===== src/rtl/spq_pkg.sv =====
// ----------------------------------------------------------------------------
// spq_pkg
// Shared types and constants for the sorted priority queue.
// ----------------------------------------------------------------------------
package spq_pkg;

    // Fixed field widths
    localparam int VALUE_W  = 32;
    localparam int PRIO_W   = 8;
    localparam int ACTION_W = 2;
    localparam int STATUS_W = 2;
    localparam int OCC_W    = 5;

    // Operation codes; code 3 is undefined and treated as a no-op
    typedef enum logic [ACTION_W-1:0] {
        ACT_ENQ  = 2'd0,
        ACT_DEQ  = 2'd1,
        ACT_PEEK = 2'd2
    } t_action;

    // Result status codes
    typedef enum logic [STATUS_W-1:0] {
        ST_OK    = 2'd0,
        ST_EMPTY = 2'd1,
        ST_FULL  = 2'd2
    } t_status;

    // One queue entry
    typedef struct packed {
        logic [VALUE_W-1:0] value;
        logic [PRIO_W-1:0]  prio;
    } t_entry;

    // Command broadcast to every cell of the chain
    typedef struct packed {
        logic   ins;    // insert the new entry in sorted position
        logic   rem;    // remove the head, everything moves one slot toward it
        t_entry ent;    // entry being inserted
    } t_cell_cmd;

endpackage


===== src/rtl/spq_intf.sv =====
// ----------------------------------------------------------------------------
// spq_intf
// Valid/ready channels carrying request and result words.
// ----------------------------------------------------------------------------
interface spq_req_if;
    logic                         valid;
    logic                         ready;
    logic [spq_pkg::ACTION_W-1:0] action;
    logic signed [spq_pkg::VALUE_W-1:0] item_value;
    logic [spq_pkg::PRIO_W-1:0]   item_priority;

    modport source (output valid, action, item_value, item_priority, input ready);
    modport sink   (input valid, action, item_value, item_priority, output ready);
endinterface

interface spq_rsp_if;
    logic                         valid;
    logic                         ready;
    logic signed [spq_pkg::VALUE_W-1:0] head_value;
    logic                         value_valid;
    logic [spq_pkg::STATUS_W-1:0] status;
    logic [spq_pkg::OCC_W-1:0]    occupancy;

    modport source (output valid, head_value, value_valid, status, occupancy, input ready);
    modport sink   (input valid, head_value, value_valid, status, occupancy, output ready);
endinterface


===== src/rtl/spq_cell.sv =====
// ----------------------------------------------------------------------------
// spq_cell
// One slot of the sorted chain. Compares its priority with the incoming
// entry and takes either its own, the new, or a neighbor's entry.
// ----------------------------------------------------------------------------
module spq_cell (
    input  logic               i_clk,
    input  spq_pkg::t_cell_cmd i_cmd,
    input  logic               i_occ,        // slot holds a live entry
    input  logic               i_left_keep,  // left neighbor keeps its entry
    input  spq_pkg::t_entry    i_left_entry,
    input  spq_pkg::t_entry    i_right_entry,
    output spq_pkg::t_entry    o_entry,
    output logic               o_keep
);

    spq_pkg::t_entry r_entry;
    spq_pkg::t_entry n_entry;

    // Ties stay ahead of the new entry, so equal priorities keep arrival order
    assign o_keep = i_occ && (r_entry.prio <= i_cmd.ent.prio);

    // Next entry: stay, take the new word, or shift from a neighbor
    always_comb begin
        n_entry = r_entry;
        if (i_cmd.ins) begin
            if (!o_keep) begin
                n_entry = i_left_keep ? i_cmd.ent : i_left_entry;
            end
        end else if (i_cmd.rem) begin
            n_entry = i_right_entry;
        end
    end

    always_ff @(posedge i_clk) begin
        r_entry <= n_entry;
    end

    assign o_entry = r_entry;

endmodule


===== src/rtl/sorted_priority_queue_unit.sv =====
// ----------------------------------------------------------------------------
// sorted_priority_queue_unit
// Bounded priority queue built as a chain of sorting cells.
// ----------------------------------------------------------------------------
// Usage:
//   i_in carries request words (action, item_value, item_priority); o_out
//   carries one result word per request (head_value, value_valid, status,
//   occupancy). Both channels use valid/ready.
//   Every cell compares its priority with the incoming one in the same cycle,
//   so an insert, remove or peek ends as it is taken: one request word is
//   taken per cycle while i_in.ready is high, its result on o_out the next cycle.
//   The result sits in an output register; a new request is taken while
//   that register is empty or being drained in the same cycle.
//   Enqueue into a full queue returns status full and drops the entry;
//   dequeue or peek on an empty queue returns status empty.
//   Reset clears the entry count and the output valid; the slot contents
//   are not cleared, as only occupied slots are ever read.
//   When the receiver stalls, the result holds and i_in.ready drops.
// ----------------------------------------------------------------------------
module sorted_priority_queue_unit #(
    parameter int DEPTH = 16
) (
    input  logic         i_clk,
    input  logic         i_rst_n,
    spq_req_if.sink      i_in,
    spq_rsp_if.source    o_out
);

    localparam int CNT_W = $clog2(DEPTH + 1);

    // Control state
    logic [CNT_W-1:0] r_count;
    logic [CNT_W-1:0] n_count;
    logic             r_ovalid;

    // Result payload
    logic signed [spq_pkg::VALUE_W-1:0] r_head;
    logic                               r_hvalid;
    spq_pkg::t_status                   r_status;

    logic                               accept;
    logic                               full;
    logic                               empty;
    spq_pkg::t_action                   act;
    spq_pkg::t_cell_cmd                 cmd;
    logic signed [spq_pkg::VALUE_W-1:0] n_head;
    logic                               n_hvalid;
    spq_pkg::t_status                   n_status;
    logic [CNT_W+spq_pkg::OCC_W-1:0]    occ_ext;

    spq_pkg::t_entry cell_entry [DEPTH];
    logic            cell_keep  [DEPTH];

    assign i_in.ready = !r_ovalid || o_out.ready;
    assign accept     = i_in.valid && i_in.ready;
    assign full       = (r_count == CNT_W'(DEPTH));
    assign empty      = (r_count == '0);
    assign act        = spq_pkg::t_action'(i_in.action);

    // Request decode
    always_comb begin
        cmd.ins      = 1'b0;
        cmd.rem      = 1'b0;
        cmd.ent.value = i_in.item_value;
        cmd.ent.prio  = i_in.item_priority;
        n_count      = r_count;
        n_head       = '0;
        n_hvalid     = 1'b0;
        n_status     = spq_pkg::ST_OK;
        unique case (act)
            spq_pkg::ACT_ENQ: begin
                if (full) begin
                    n_status = spq_pkg::ST_FULL;
                end else begin
                    cmd.ins = accept;
                    n_count = r_count + 1'b1;
                end
            end
            spq_pkg::ACT_DEQ: begin
                if (empty) begin
                    n_status = spq_pkg::ST_EMPTY;
                end else begin
                    cmd.rem  = accept;
                    n_count  = r_count - 1'b1;
                    n_head   = cell_entry[0].value;
                    n_hvalid = 1'b1;
                end
            end
            spq_pkg::ACT_PEEK: begin
                if (empty) begin
                    n_status = spq_pkg::ST_EMPTY;
                end else begin
                    n_head   = cell_entry[0].value;
                    n_hvalid = 1'b1;
                end
            end
            default: begin
                // undefined code: no change, plain ok result
            end
        endcase
    end

    // Chain of cells, slot 0 is the head
    for (genvar gi = 0; gi < DEPTH; gi++) begin : g_cell
        logic            left_keep;
        spq_pkg::t_entry left_entry;
        spq_pkg::t_entry right_entry;

        if (gi == 0) begin : g_head
            assign left_keep  = 1'b1;
            assign left_entry = cmd.ent;
        end else begin : g_body
            assign left_keep  = cell_keep[gi-1];
            assign left_entry = cell_entry[gi-1];
        end

        if (gi == DEPTH - 1) begin : g_tail
            assign right_entry = cell_entry[gi];
        end else begin : g_inner
            assign right_entry = cell_entry[gi+1];
        end

        spq_cell u_cell (
            .i_clk         (i_clk),
            .i_cmd         (cmd),
            .i_occ         (CNT_W'(gi) < r_count),
            .i_left_keep   (left_keep),
            .i_left_entry  (left_entry),
            .i_right_entry (right_entry),
            .o_entry       (cell_entry[gi]),
            .o_keep        (cell_keep[gi])
        );
    end

    // Count and output valid
    always_ff @(posedge i_clk) begin
        if (!i_rst_n) begin
            r_count  <= '0;
            r_ovalid <= 1'b0;
        end else begin
            if (accept) begin
                r_count <= n_count;
            end
            if (i_in.ready) begin
                r_ovalid <= i_in.valid;
            end
        end
    end

    // Result payload, occupancy is taken from r_count
    always_ff @(posedge i_clk) begin
        if (accept) begin
            r_head   <= n_head;
            r_hvalid <= n_hvalid;
            r_status <= n_status;
        end
    end

    // Occupancy reported modulo 2^OCC_W
    assign occ_ext = {{spq_pkg::OCC_W{1'b0}}, r_count};

    assign o_out.valid       = r_ovalid;
    assign o_out.head_value  = r_head;
    assign o_out.value_valid = r_hvalid;
    assign o_out.status      = r_status;
    assign o_out.occupancy   = occ_ext[spq_pkg::OCC_W-1:0];

endmodule


===== src/flat_wrapper.sv =====
// flat-port wrapper written by rule: the top's interface ports become plain ports
module sorted_priority_queue_unit_flat 
#(
    parameter int DEPTH = 16
)
  (i_clk, i_rst_n, i_in_valid, i_in_action, i_in_item_value, i_in_item_priority, i_in_ready, o_out_valid, o_out_head_value, o_out_value_valid, o_out_status, o_out_occupancy, o_out_ready);
  spq_req_if i_in_i ();
  spq_rsp_if o_out_i ();
  input  logic i_clk;
  input  logic i_rst_n;
  input wire logic [$bits(i_in_i.valid)-1:0] i_in_valid;
  input wire logic [$bits(i_in_i.action)-1:0] i_in_action;
  input wire logic [$bits(i_in_i.item_value)-1:0] i_in_item_value;
  input wire logic [$bits(i_in_i.item_priority)-1:0] i_in_item_priority;
  output wire logic [$bits(i_in_i.ready)-1:0] i_in_ready;
  output wire logic [$bits(o_out_i.valid)-1:0] o_out_valid;
  output wire logic [$bits(o_out_i.head_value)-1:0] o_out_head_value;
  output wire logic [$bits(o_out_i.value_valid)-1:0] o_out_value_valid;
  output wire logic [$bits(o_out_i.status)-1:0] o_out_status;
  output wire logic [$bits(o_out_i.occupancy)-1:0] o_out_occupancy;
  input wire logic [$bits(o_out_i.ready)-1:0] o_out_ready;
  assign i_in_i.valid = i_in_valid;
  assign i_in_i.action = i_in_action;
  assign i_in_i.item_value = i_in_item_value;
  assign i_in_i.item_priority = i_in_item_priority;
  assign i_in_ready = i_in_i.ready;
  assign o_out_valid = o_out_i.valid;
  assign o_out_head_value = o_out_i.head_value;
  assign o_out_value_valid = o_out_i.value_valid;
  assign o_out_status = o_out_i.status;
  assign o_out_occupancy = o_out_i.occupancy;
  assign o_out_i.ready = o_out_ready;
  sorted_priority_queue_unit #(.DEPTH(DEPTH)) u_core (.i_clk(i_clk), .i_rst_n(i_rst_n), .i_in(i_in_i), .o_out(o_out_i));
endmodule

===== config.mk =====
export PLATFORM = sky130hd
export DESIGN_NAME = sorted_priority_queue_unit_flat
export DESIGN_NICKNAME = d
export VERILOG_FILES = /design/src/rtl/spq_pkg.sv /design/src/rtl/spq_intf.sv /design/src/rtl/spq_cell.sv /design/src/rtl/sorted_priority_queue_unit.sv /design/src/flat_wrapper.sv
export SDC_FILE = /design/constraint.sdc
export NUM_CORES = 2
export LEC_CHECK = 0
export ABC_AREA = 1
export ABC_CLOCK_PERIOD_IN_PS = 3930
export BUFFER_PORTS_ARGS = -buffer_cell sky130_fd_sc_hd__buf_2
export CORE_UTILIZATION = 50
export CTS_CLUSTER_SIZE = 8
export DETAILED_ROUTE_END_ITERATION = 8
export PLACE_DENSITY = 0.78
export SYNTH_ARGS = -nofsm -noshare
export SYNTH_HDL_FRONTEND = slang
export SYNTH_SLANG_ARGS = --single-unit

===== constraint.sdc =====
create_clock -name i_clk -period 3.93 [get_ports i_clk]
set_input_delay 0.1965 -clock i_clk [delete_from_list [all_inputs] [get_ports i_clk]]
set_output_delay 0.1965 -clock i_clk [all_outputs]
set_load 0.01 [all_outputs]

### Word level (Yosys, flattened, before mapping)

Index checks and enable logic that the tools add are counted.

| operators by class | value |
|---|---|
| $add $sub $neg | 2 |
| order comparisons | 32 |
| equality and inequality tests | 20 |
| multiplexer cells | 71 |
| bitwise logic cells | 2 |
| reductions and logical operators | 42 |

Operators with widths:

| operator | count |
|---|---|
| two-way mux 40 bit | 60 |
| <= comparator 8 bit | 16 |
| < comparator 4 x 5 -> 1 bit, first input constant | 8 |
| inequality test 2 bit, second input constant | 17 |
| AND reduction 2 bit | 16 |
| < comparator 3 x 5 -> 1 bit, first input constant | 4 |
| logical AND 1 bit | 17 |
| < comparator 1 x 5 -> 1 bit, first input constant | 2 |
| < comparator 2 x 5 -> 1 bit, first input constant | 2 |
| two-way mux 5 bit | 2 |
| one-hot mux 5 bit (2 select lines) | 1 |
| two-way mux 1 bit | 6 |
| adder 5 x 1 -> 5 bit, second input constant | 1 |
| == test 5 bit, second input constant | 1 |
| zero test 5 bit | 1 |
| subtractor 5 x 1 -> 5 bit, second input constant | 1 |
| one-hot mux 2 bit (2 select lines) | 1 |
| AND reduction 4 bit | 1 |
| nonzero test 2 bit | 2 |
| OR reduction 2 bit | 2 |
| == test 2 x 1 -> 1 bit, second input constant | 1 |
| == test 2 bit, second input constant | 1 |
| zero test 2 bit | 1 |
| two-way mux 2 bit | 1 |
| other kinds (3) | 4 |

| word-level totals | value |
|---|---|
| register bits after elaboration | 681 |
| input bits | 46 |
| output and inout bits | 42 |

### Logic depth before layout (Yosys ltp)

| logic depth | value |
|---|---|
| depth in word-level cells | 7 |
| depth in mapped cells | 15 |
| gate-level depth less buffers | 14 |

### Hierarchy

Synthesis repeated with hierarchy kept, for this count alone.

| unflattened totals | value |
|---|---|
| cells, all modules | 4,370 |
| area total of the unflattened synthesis | 38,260.4 um^2 |

By module, submodules not included:

| module | instances | cells an instance | area an instance (um^2) |
|---|---|---|---|
| spq_cell | 16 | 259 | 2,262.2 |
| sorted_priority_queue_unit | 1 | 226 | 2,065.7 |

### Least setup slack after synthesis

No wires, ideal clock.

| timing path | value |
|---|---|
| kind | reg2reg |
| from | register u_core.r_count[0], in the netlist u_core.o_out.occupancy[0] |
| to | register u_core.g_cell[15].u_cell.r_entry (netlist bit u_core.g_cell[15].u_cell.o_entry[0]) (enable) |
| library setup time | 451 ps |
| arrival | 3,670 ps |
| data required time | 3,479 ps |
| path slack | -190 ps |
| cell stages (with the launch flop) | 10 |
| buffers on the path | 2 |
| cells stage by stage | dfxtp_1 > inv_1 > ha_1 > nand2_1 > nor2_1 > nor3_2 > inv_2 > buf_4 > clkbuf_1 > a21oi_1 |

| between the ends | value |
|---|---|
| longest elaborated chain between the ends | 4 |
| elaborated cells between the ends (all ways) | 7 |

RTL lines:

| what | RTL line | RTL |
|---|---|---|
| start: declaration | sorted_priority_queue_unit.sv:32 | `logic [CNT_W-1:0] r_count;` |
| start signal: assignment | sorted_priority_queue_unit.sv:142 | `r_count <= n_count;` |
| < comparator 4 x 5 -> 1 bit / == test 5 bit (equally long branches) | sorted_priority_queue_unit.sv:126, sorted_priority_queue_unit.sv:56 |  |
| logical AND 1 bit / two-way mux 1 bit (equally long branches) | spq_cell.sv:21, sorted_priority_queue_unit.sv:72 |  |
| NOT 1 bit (no source line) / two-way mux 1 bit (equally long branches) | - |  |
| AND reduction 2 bit (no source line) * | - |  |
| end signal: assignment | spq_cell.sv:36 | `r_entry <= n_entry;` |
| end: declaration | spq_cell.sv:17 | `spq_pkg::t_entry r_entry;` |

Mark *: on every way between the ends. The rest lies on a longest branch, timed or not.
A chain may end at the register's enable or synchronous reset.

==> reports/metrics.yaml <==
status:
  status: "completed"
finish:
  synthToLayoutAreaGrowth_pct: 9.79
  instances_no_fill: 6267
  drive_gt1_frac: 0.0578
  fillerInstances: 7229
  layout.nets: 5372
timing:
  drv_slew: 0
  hold_viol: 0
  clock_skew_ps: 30.4
  fin_hold_ws_ps: 26.8
  slew_headroom: 0.291
  fin_ws_ps: 499
  fmax_ghz: 0.291
  worst_pin_slew_ps: 1060
  setup-violations-final: 0
  period_share: 0.873
  fin_setup_tns_ps: 0
  rsz0062_at_grt: "false"
  layout_min_cycle_time_ps: 3430
synthesis:
  synth_area_per_cell_um2: 7.73
  synth_compound_area_frac: 0.0146
  muxShareOfSynthArea: 0
  seq_area_frac_synth: 0.501
  synth_nets: 5441
  yosys.area_share.adder: 0.0415
  synth_seq_cells: 681
  synth_top_family_by_area: "simple AND/OR/NAND/NOR gates"
  synth_cells: 5260
  syn_area_um2: 40700
  yosysWarnings: 0
  yosys.cell_types.count: 24
  synthXorXnorAreaFrac: 0.00151
  synth_simple_gate_area_frac: 0.342
cts:
  numClockSinks: 681
  cts_root_buf: "clkbuf_16"
  tritoncts: "yes"
  cts_buffers: 95
  clkLatencyLatePin_ps: 650
  clockBufferDepth: 3
  cts_resized: 0
  path_clk_slew_ps: 50
  htreeDepth: 3
  cts_setup_buffers: 0
routing:
  wirelength_um: 114000
  drt-initial-drc-count: 4429
  route.detailed.drc: 0
  dr.pass1.iters: 6
  viasPerCell: 5.57
  antenna_left: 0
  wl_per_cell_um: 18.2
  via_count: 34900
placement:
  dp_worst_setup_slack_ps: 552
  placedCellCount: 6133
  place_congestion: 0.862
  hpwl_um: 74500
  port_buffers: 87
global_route:
  grt_pass1_wl_um: 181000
  grtUsageTotal: 0.273
  antenna_found_initial: 2
  grt_pass1_vias: 32900
  overflow: 0
  grt_max_degree: 192
critical_path:
  cp_cell_sequence: "inv_1 > ha_1 > nand2_1 > nor2_1 > nor3_4 > buf_12 > buf_4 > o21ai_0"
  crit_buf_inv: 3
  reg2reg_to: "u_core.g_cell[0].u_cell.o_entry[20]"
  end_kind: "flip-flop"
  cpPeakStageDelay_ps: 800
  r2r_slack_ps: 500
  cp-start-kind: "flip-flop"
  critPathKind: "flip-flop to flip-flop"
  worstPathMaxFanout: 162
  startpoint: "u_core.o_out.occupancy[0]"
  r2r_cells: 8
  crit_path_end: "u_core.g_cell[0].u_cell.o_entry[20]"
  worstReg2RegStart: "u_core.o_out.occupancy[0]"
  cp.depth: 8
  crit_family: "buffers and inverters"
  critPathSlowestCell: "buf_4"
  arrival_ps: 3780
  required_ps: 4270
run:
  maxCapViolCount: 0
worst_hold_path:
  hold_class: "input port to flip-flop"
floorplanning:
  initial_core_util: 0.505
  die-area_um2: 82500
  io_pins: 88
  coreArea_um2: 80500
  chipWidth_um: 287
  num_rows: 104
  die_h_um: 287
pwr:
  finalPower_mw: 18.7
  powerDensity_nw_per_um2: 420
  power_leakage_nw: 21.6
  vdd_ir_drop_max_mv: 0.323
cells in the final DEF, fill, tap and decap left out, types with 3 or more instances in the layout:
cell           netlist  layout
o21ai_0             49      49
nand3_1           1166    1166
buf_12               0      16
edfxtp_1           675     675
dlygate4sd3_1        0      21
a21o_1              15      15
clkbuf_16            0      98
buf_2              132      87
nand2_2              0      12
ha_1               135     135
dfxtp_1              6       6
nand2_1           2025    2013
xor2_1               6       6
nor2_1              85      85
clkbuf_1           209       6
diode_2              0       3
inv_1              664     664
a21oi_1             42      41
o21ai_4              0       4
nand4_1             17      17
buf_4                3      72
worst min path at each step:
stage                   startpoint                                   to  slack [ps]  depth (start not counted)
2_1_floorplan              i_rst_n            u_core.o_out.occupancy[0]         330                          2
3_3_place_gp               i_rst_n            u_core.o_out.occupancy[0]         470                          3
3_5_place_dp               i_rst_n            u_core.o_out.occupancy[0]         480                          3
4_1_cts        i_in_item_value[17]  u_core.g_cell[0].u_cell.o_entry[25]           1                          3
5_1_grt        i_in_item_value[23]  u_core.g_cell[0].u_cell.o_entry[31]          40                          3
6_report       i_in_item_value[17]  u_core.g_cell[0].u_cell.o_entry[25]          30                          3
power breakdown:
group / switching, mW / internal (mW) / leakage, nW
Clock: 3.04 / 4.38 / 1.25
Combinational: 1.92 / 0.718 / 14.0
Sequential: 0.185 / 8.50 / 6.30
Total: 5.14 / 13.6 / 21.6
per-stage QoR:
step                 util  area, um^2
CTS                 0.554       44600
global route        0.554       44600
global placement    0.520       41900
finish              0.554       44600
detailed placement  0.520       41900
floorplan               -       40700
synth_stat cells, drive strengths merged:
library cell / count / area [um^2]
dfxtp: 6 / 120
nand3b: 1 / 7.51
edfxtp: 675 / 20300
nand4: 17 / 106
a31oi: 1 / 6.26
a21o: 15 / 113
xnor2: 1 / 8.76
nand3: 1166 / 5840
clkbuf: 209 / 785
o21ai: 53 / 265
inv: 667 / 2500
a21oi: 42 / 210
xor2: 6 / 52.6
nor3: 2 / 15.0
nor2: 86 / 325
nand2: 2025 / 7600
buf: 153 / 751
ha: 135 / 1690
layer usage:
layer | part of all wire | wire length (um) | global-route usage | up-vias
met5 | 0 | 0 | 0 | -
met4 | 0.026 | 2920 | 0.0859 | 0
met3 | 0.12 | 13800 | 0.0673 | 210
met2 | 0.42 | 48100 | 0.402 | 1961
met1 | 0.43 | 49000 | 0.394 | 15900
li1 | - | - | - | 16800
kinds of logic after synthesis:
kind of cell / Yosys count
flip-flops: 681
AND/OR/NAND/NOR: 3297
AO/OA/AOI/OAI: 111
buffers and inverters: 1029
XOR/XNOR: 7
adder cells (fa/ha/maj): 135
area by class of cell:
class                           count  area, um^2  area share
Clock buffer                      104        2470      0.0554
Inverter                          667        2510      0.0562
Multi-Input combinational cell   3550       16300       0.366
Timing Repair Buffer              196        1510      0.0337
Antenna cell                        3        7.51    0.000168
Clock inverter                      6        86.3     0.00193
Tap cell                         1060        1330      0.0297
Sequential cell                   681       20400       0.457
flip-flops by register name, indices dropped and copies added, names as in the netlist:
signal / cells
u_core.o_out.status: 2
u_core.g_cell.u_cell.o_entry: 640
u_core.o_out.valid: 1
u_core.o_out.occupancy: 5
u_core.o_out.head_value: 32
u_core.o_out.value_valid: 1
timing repair:
item                                    in CTS  in global routing
endpoints found under the setup margin       0                  0
hold endpoints to repair                    31                  0
hold buffers                                21                  0
worst register-to-register path: stages (launching register included):
cell and delay, ps:
dfxtp_1 480, inv_1 160, ha_1 270, nand2_1 90, nor2_1 90, nor3_4 300
buf_12 630, buf_4 860, o21ai_0 280
Note: power is estimated with default switching activity, not from simulation.
